$ cat config.mk
export PLATFORM = sky130hd
export DESIGN_NAME = streaming_top_k_tracker
export DESIGN_NICKNAME = d
export VERILOG_FILES = /design/src/rtl/stk_pkg.sv /design/src/rtl/stk_cell.sv /design/src/rtl/streaming_top_k_tracker.sv
export SDC_FILE = /design/constraint.sdc
export NUM_CORES = 2
export LEC_CHECK = 0
export ABC_AREA = 1
export BUFFER_PORTS_ARGS = -buffer_cell sky130_fd_sc_hd__clkbuf_2
export CAP_MARGIN = 30
export CORE_MARGIN = 5
export CORE_UTILIZATION = 58
export DETAILED_ROUTE_END_ITERATION = 7
export GPL_TIMING_DRIVEN = 0
export PLACE_DENSITY_LB_ADDON = 0.08
export SLEW_MARGIN = 20
export SYNTH_ARGS = -nofsm -noshare
export SYNTH_HDL_FRONTEND = slang
export SYNTH_SLANG_ARGS = --single-unit
$ cat constraint.sdc
create_clock -name clk_i -period 3.83 [get_ports clk_i]
set_clock_uncertainty 0.15 [all_clocks]
set_input_delay 0.1915 -clock clk_i [delete_from_list [all_inputs] [get_ports clk_i]]
set_output_delay 0.1915 -clock clk_i [all_outputs]
set_load 0.005 [all_outputs]
$ cat src/rtl/stk_pkg.sv
// shared constants and types for the top-k tracker
package stk_pkg;

  localparam int unsigned MAX_KEEP = 16;
  localparam int unsigned ScoreW   = 32;
  localparam int unsigned IdW      = 16;
  localparam int unsigned RankW    = 4;
  localparam int unsigned KeepCfgW = 5;
  localparam int unsigned KeepW    = $clog2(MAX_KEEP + 1);
  localparam int unsigned KeepIdxW = (MAX_KEEP > 1) ? $clog2(MAX_KEEP) : 1;
  localparam int unsigned InDataW  = ((ScoreW + IdW + 7) / 8) * 8;
  localparam int unsigned OutDataW = ((ScoreW + IdW + RankW + 7) / 8) * 8;
  localparam int unsigned RankLsb  = ScoreW + IdW;

  typedef struct packed {
    logic              valid;
    logic [ScoreW-1:0] score;
    logic [IdW-1:0]    id;
  } entry_t;

  typedef struct packed {
    logic              insert;
    logic              pop;
    logic              full;
    logic [ScoreW-1:0] score;
    logic [IdW-1:0]    id;
  } cell_ctl_t;

endpackage

$ cat src/rtl/stk_cell.sv
// one slot of the sorted compare-and-shift row
module stk_cell (
  input  logic              clk_i,
  input  logic              rst_ni,
  input  stk_pkg::cell_ctl_t ctl_i,
  input  stk_pkg::entry_t   prev_i,
  input  logic              prev_ge_i,
  input  stk_pkg::entry_t   next_i,
  output stk_pkg::entry_t   entry_o,
  output logic              ge_o
);
  import stk_pkg::*;

  logic              valid_q, valid_d;
  logic [ScoreW-1:0] score_q, score_d;
  logic [IdW-1:0]    id_q, id_d;

  // equal scores stay ahead of the newcomer
  assign ge_o = valid_q && (score_q >= ctl_i.score);

  always_comb begin
    valid_d = valid_q;
    score_d = score_q;
    id_d    = id_q;
    if (ctl_i.pop) begin
      valid_d = next_i.valid;
      score_d = next_i.score;
      id_d    = next_i.id;
    end else if (ctl_i.insert && !ge_o) begin
      if (prev_ge_i) begin
        score_d = ctl_i.score;
        id_d    = ctl_i.id;
        valid_d = ctl_i.full ? valid_q : 1'b1;
      end else begin
        score_d = prev_i.score;
        id_d    = prev_i.id;
        // when full the tail entry drops off, occupancy unchanged
        valid_d = ctl_i.full ? valid_q : prev_i.valid;
      end
    end
  end

  always_ff @(posedge clk_i or negedge rst_ni) begin
    if (!rst_ni) begin
      valid_q <= 1'b0;
    end else begin
      valid_q <= valid_d;
    end
  end

  always_ff @(posedge clk_i) begin
    score_q <= score_d;
    id_q    <= id_d;
  end

  assign entry_o = '{valid: valid_q, score: score_q, id: id_q};

endmodule

$ cat src/rtl/streaming_top_k_tracker.sv
// top-k tracker: row of sorted cells, report sequencer and output register
//
//  channel | dir | handshake                      | payload
//  s_axis  | in  | s_axis_tvalid / s_axis_tready  | tdata score,id  tuser rec valid  tlast eob
//  m_axis  | out | m_axis_tvalid / m_axis_tready  | tdata score,id,rank  tlast last of report
//  cfg     | in  | cfg_valid_i / cfg_ready_o      | cfg_data_i keep count
//
// records stream into the cell row at one per cycle while no report runs
// an end-of-batch transfer starts a report of the kept records, popped in rank order into the
// output register, then the sequencer returns to idle; s_axis_tready is low for the whole report
// a stall on m_axis holds the report, the row shifts only when the output register frees
// reset empties the row and sets keep count to MAX_KEEP
module streaming_top_k_tracker (
  input  logic                         clk_i,
  input  logic                         rst_ni,
  input  logic                         s_axis_tvalid,
  output logic                         s_axis_tready,
  input  logic [stk_pkg::InDataW-1:0]  s_axis_tdata,  // score, record_id
  input  logic                         s_axis_tuser,  // record_valid
  input  logic                         s_axis_tlast,  // end_of_batch
  output logic                         m_axis_tvalid,
  input  logic                         m_axis_tready,
  output logic [stk_pkg::OutDataW-1:0] m_axis_tdata,  // out_score, out_id, out_rank, zero pad
  output logic                         m_axis_tlast,  // out_last
  input  logic                         cfg_valid_i,
  output logic                         cfg_ready_o,
  input  logic [stk_pkg::KeepCfgW-1:0] cfg_data_i
);
  import stk_pkg::*;

  localparam logic ST_IDLE   = 1'b0;
  localparam logic ST_REPORT = 1'b1;

  logic                state_q, state_d;
  logic [KeepCfgW-1:0] keep_q;
  logic [RankW-1:0]    rank_q, rank_d;

  logic              m_valid_q, m_valid_d;
  logic              m_last_q, m_last_d;
  logic [ScoreW-1:0] m_score_q, m_score_d;
  logic [IdW-1:0]    m_id_q, m_id_d;
  logic [RankW-1:0]  m_rank_q, m_rank_d;

  entry_t            entries   [MAX_KEEP];
  entry_t            next_ent  [MAX_KEEP];
  logic [MAX_KEEP-1:0] ge_vec;
  logic [MAX_KEEP-1:0] lt_vec;
  cell_ctl_t         ctl;

  logic              in_fire, out_free, full, any_lt;
  logic [KeepW-1:0]  keep_eff;
  logic [KeepIdxW-1:0] full_idx;

  assign in_fire       = s_axis_tvalid && s_axis_tready;
  assign s_axis_tready = (state_q == ST_IDLE);
  assign cfg_ready_o   = 1'b1;
  assign out_free      = !m_valid_q || m_axis_tready;

  always_comb begin
    if (keep_q == '0) begin
      keep_eff = KeepW'(1);
    end else if (32'(keep_q) > MAX_KEEP) begin
      keep_eff = KeepW'(MAX_KEEP);
    end else begin
      keep_eff = KeepW'(keep_q);
    end
  end

  assign full_idx = KeepIdxW'(keep_eff - KeepW'(1));
  assign full     = entries[full_idx].valid;

  always_comb begin
    for (int i = 0; i < MAX_KEEP; i++) begin
      lt_vec[i] = entries[i].valid && !ge_vec[i];
    end
  end
  assign any_lt = |lt_vec;

  always_comb begin
    ctl.score  = s_axis_tdata[ScoreW-1:0];
    ctl.id     = s_axis_tdata[ScoreW +: IdW];
    ctl.full   = full;
    ctl.insert = in_fire && s_axis_tuser && (!full || any_lt);
    ctl.pop    = (state_q == ST_REPORT) && out_free && entries[0].valid;
  end

  for (genvar i = 0; i < MAX_KEEP; i++) begin : g_cell
    entry_t prev_ent;
    logic   prev_ge;
    if (i == 0) begin : g_head
      assign prev_ent = '0;
      assign prev_ge  = 1'b1;
    end else begin : g_body
      assign prev_ent = entries[i-1];
      assign prev_ge  = ge_vec[i-1];
    end
    if (i == MAX_KEEP - 1) begin : g_tail
      assign next_ent[i] = '0;
    end else begin : g_link
      assign next_ent[i] = entries[i+1];
    end

    stk_cell u_cell (
      .clk_i     (clk_i),
      .rst_ni    (rst_ni),
      .ctl_i     (ctl),
      .prev_i    (prev_ent),
      .prev_ge_i (prev_ge),
      .next_i    (next_ent[i]),
      .entry_o   (entries[i]),
      .ge_o      (ge_vec[i])
    );
  end

  always_comb begin
    state_d = state_q;
    rank_d  = rank_q;
    case (state_q)
      ST_IDLE: begin
        if (in_fire && s_axis_tlast) begin
          state_d = ST_REPORT;
        end
      end
      ST_REPORT: begin
        if (!entries[0].valid) begin
          state_d = ST_IDLE;
          rank_d  = '0;
        end else if (ctl.pop) begin
          rank_d = rank_q + RankW'(1);
        end
      end
      default: begin
        state_d = ST_IDLE;
        rank_d  = '0;
      end
    endcase
  end

  always_comb begin
    m_valid_d = m_valid_q;
    m_last_d  = m_last_q;
    m_score_d = m_score_q;
    m_id_d    = m_id_q;
    m_rank_d  = m_rank_q;
    if (ctl.pop) begin
      m_valid_d = 1'b1;
      m_score_d = entries[0].score;
      m_id_d    = entries[0].id;
      m_rank_d  = rank_q;
      m_last_d  = !next_ent[0].valid;
    end else if (m_axis_tready) begin
      m_valid_d = 1'b0;
    end
  end

  always_ff @(posedge clk_i or negedge rst_ni) begin
    if (!rst_ni) begin
      state_q   <= ST_IDLE;
      rank_q    <= '0;
      keep_q    <= KeepCfgW'(MAX_KEEP);
      m_valid_q <= 1'b0;
    end else begin
      state_q   <= state_d;
      rank_q    <= rank_d;
      m_valid_q <= m_valid_d;
      if (cfg_valid_i && cfg_ready_o) begin
        keep_q <= cfg_data_i;
      end
    end
  end

  always_ff @(posedge clk_i) begin
    m_last_q  <= m_last_d;
    m_score_q <= m_score_d;
    m_id_q    <= m_id_d;
    m_rank_q  <= m_rank_d;
  end

  always_comb begin
    m_axis_tdata                   = '0;
    m_axis_tdata[ScoreW-1:0]       = m_score_q;
    m_axis_tdata[ScoreW +: IdW]    = m_id_q;
    m_axis_tdata[RankLsb +: RankW] = m_rank_q;
  end
  assign m_axis_tvalid = m_valid_q;
  assign m_axis_tlast  = m_last_q;

endmodule

==> reports/summary.txt <==
Routed WL per cell -> 28.5 µm
Synth Flop Type -> edfxtp_1
Multi-input gate area -> 24600 µm²
Die Width -> 314 µm
vias per inst -> 6.59
RSZ-0062 raised after global routing -> yes
DRC viols -> 0
met2 Use GR -> 0.646
CTS tree -> yes
TritonCTS buffer count -> 94
Worst Reg-to-Reg Cells -> 9
DIE AREA -> 98300 µm²
initial antenna violation count -> 11
Top Ports -> 120
sequential area share after synthesis -> 0.465
Port-buffer cells -> 113
Slew @ Worst Pin -> 1.13 ns
post-route minimum period -> 4.03 ns
Pwr Density -> 993 nW/µm²
Initial Utilization -> 0.584
failing checks -> negative setup slack
grt ovf -> 0
Placed Cells -> 7646
final setup margin -> -0.204 ns
H-tree depth -> 3
maximum clock rate -> 248 MHz
Synth Area per Inst -> 8.45 µm²
Peak supply drop -> 0.677 mV
die span in y -> 314 µm
Compound-Gate Fraction of Synth Area -> 0.223
Routability Congestion -> 1.00
Post-synth ARST share -> 0.0318
largest net degree at the start of global routing -> 47
Fin. Hold Viols -> 0
Yosys cell types -> 40
Worst-path clk slew -> 0.06 ns
Final Net Count -> 7227
# setup viols final -> 170
synth top area cells -> edfxtp_1 43%, o21ai_0 13%, ha_1 12%
synthesis-to-finish area growth -> 13.8%
dpl hpwl -> 162 mm
yosys warns -> 0
Synth Cell Area -> 53400 µm²
EDFF count, synth -> 773
Seq cells post-synth -> 848
hold endpoint -> g_cell[0].u_cell.score_q[25]$_DFFE_PP_
type of origin of the critical path -> register
Static Leak -> 26.4 nW
global-route wire length before repair -> 320 mm
WL final -> 226 mm
crit-path max FO -> 10
adder-cell share of the synthesized area -> 0.120
Post-DP Area -> 56100 µm²
vias in the first global route -> 49.3k
CP required -> 4.07 ns
Synth top area share -> 0.434
critical path class -> register to register
clock net sink count -> 848
worst skew pair latency -> 0.72 ns
CP endpoint kind -> register
worst rel slew slack -> 0.247
FF-to-FF setup slack -> -0.20 ns
Synth Area in Simple Gates -> 0.104
core area -> 91500 µm²
Max Cap Viol -> 0
GR Util met1 -> 0.568
XOR/XNOR share of the synthesized area -> 0.000492
num rows -> 111
Max clock buf depth -> 3
drt pass-1 iters -> 7
largest family of logic cells by synthesized area -> compound AO/OA/AOI/OAI gates
M3 GR Usage -> 0.129
post-synthesis cell count -> 6322
Total GRT Usage -> 0.441
status -> finished, violations left
post-synthesis mux area share -> 0
initial DRC count -> 8445
Seq. cell area -> 24900 µm²
Synth area leader -> edfxtp_1
non-filler instance count after layout -> 7928
DRT antenna net count -> 0
post-route cell area -> 60800 µm²
hold depth -> 4
layout cells sized above 1 -> 0.0717
Tightest Hold Check Type -> primary input to register
most used routing layer -> met2
DR vias -> 52.2k
Root Driver -> clkbuf_16
worst flop-to-flop path endpoint -> g_cell[9].u_cell.score_q[1]$_DFFE_PP_
Tcrit/Tclk final -> 1.05
Worst R2R Start -> g_cell[0].u_cell.valid_q$_DFFE_PN0P_
fillcell total -> 7785
Hold Path Origin -> s_axis_tdata[25]
worst path arrival time -> 4.27 ns
max-slew violation count -> 0
how the worst max path moves through the flow:
stage	start	endpoint	slack, ns	cells past startpoint
after floorplan	s_axis_tdata[29]	g_cell[9].u_cell.id_q[0]$_DFFE_PP_	0.18	16
after global placement	g_cell[0].u_cell.valid_q$_DFFE_PN0P_	g_cell[0].u_cell.score_q[22]$_DFFE_PP_	-4.01	6
final	g_cell[0].u_cell.valid_q$_DFFE_PN0P_	g_cell[9].u_cell.score_q[1]$_DFFE_PP_	-0.20	9
after global routing	g_cell[0].u_cell.valid_q$_DFFE_PN0P_	g_cell[9].u_cell.score_q[2]$_DFFE_PP_	-0.1	9
after detailed placement	s_axis_tdata[31]	g_cell[2].u_cell.score_q[15]$_DFFE_PP_	-1.66	15
after CTS	g_cell[14].u_cell.score_q[27]$_DFFE_PP_	g_cell[14].u_cell.score_q[29]$_DFFE_PP_	0.0002	12
what timing repair did:
item | 4_1_cts | 5_1_grt
hold buffers | 69 | 0
resized for setup | 90 | 72
cloned | 7 | 3
endpoints found under the hold margin | 252 | 0
pin swaps | 10 | 8
setup endpoints to repair | 1224 | 848
setup buffers | 15 | 4
metal layers:
metal	share of wire	up-vias
li1	-	22567
met1	0.36	24653
met2	0.42	4113
met3	0.14	861
met4	0.085	16
met5	0.00041	-
cells in the mapped netlist, types with 3 or more instances:
cell type,number
edfxtp_1,773
nand3_1,82
a21o_1,15
nor3_1,9
inv_2,4
o21ai_0,1417
nand4_1,29
ha_1,514
nor4_1,5
o21bai_1,4
buf_2,50
clkbuf_1,311
buf_4,5
o211ai_1,4
buf_6,3
dfxtp_1,48
dfrtp_1,26
nor2_1,357
o21a_1,29
buf_1,21
inv_1,818
nand2_1,919
o22ai_1,94
nand2_2,3
a21oi_1,765
sequential cells by signal, summed over array words and instances, names as in the netlist:
register               count
m_axis_tlast               1
m_rank_q                   4
keep_q                     5
g_cell.u_cell.valid_q     16
m_axis_tvalid              1
rank_q                     4
g_cell.u_cell.score_q    512
g_cell.u_cell.id_q       256
m_id_q                    16
m_score_q                 32
state_q                    1
worst max-delay path, stage by stage, from the launching register on:
cell	delay [ns]
dfrtp_1	0.59
nand2_1	0.27
a21oi_4	0.11
buf_8	0.19
buf_2	0.19
inv_1	0.11
buf_2	0.24
buf_1	0.86
clkbuf_1	0.73
o21ai_0	0.25
logic make-up after synthesis:
group	Yosys count
buffers and inverters	1212
AOI/OAI and AO/OA	2332
xor gates and xnor gates	3
adders and majority gates	514
other	2
DFF	848
and+or+nand+nor	1411
stage by stage:
stage	TNS (ns)	setup WS, ns	util	hold slack (ns)	total power [W]
after floorplan	0	0.184	-	-0.254	0.0368
after global placement	-3259.72	-4.01	0.606	0.192	0.0468
after detailed placement	-1479.51	-1.66	0.613	0.206	0.0481
after CTS	0	0.000152	0.661	0.00857	0.0583
after global routing	-0.631	-0.0962	0.664	0.0597	0.0633
final	-5.23	-0.204	0.665	0.0610	0.0604
power by group:
part,switching [W],leakage [nW],internal [W]
Sequential,0.00265,8.05,0.0178
Clock,0.00417,1.52,0.00528
Combinational,0.0214,16.8,0.00907
area by class of cell:
class                           instances  share of cell area
Sequential cell                       848               0.408
Buffer                                389              0.0277
Clock buffer                          130              0.0422
Inverter                              822              0.0510
Multi-Input combinational cell       4272               0.404
Timing Repair Buffer                  226              0.0334
Tap cell                             1186              0.0244
Clock inverter                         46             0.00884
Antenna cell                            9            0.000370
cells in the final DEF (no fill, tap or decap), drive strengths merged, types with 26 or more instances in the layout:
| cell type | Yosys | layout |
|---|---|---|
| a21oi | 765 | 765 |
| buf | 79 | 123 |
| clkbuf | 311 | 550 |
| clkinv | 0 | 32 |
| dfrtp | 26 | 26 |
| dfxtp | 48 | 48 |
| dlygate4sd3 | 0 | 69 |
| edfxtp | 773 | 773 |
| ha | 514 | 514 |
| inv | 822 | 821 |
| nand2 | 923 | 930 |
| nand3 | 83 | 83 |
| nand4 | 29 | 29 |
| nor2 | 357 | 357 |
| o21a | 29 | 29 |
| o21ai | 1418 | 1418 |
| o22ai | 94 | 94 |
(Power assumes the default switching activity.)
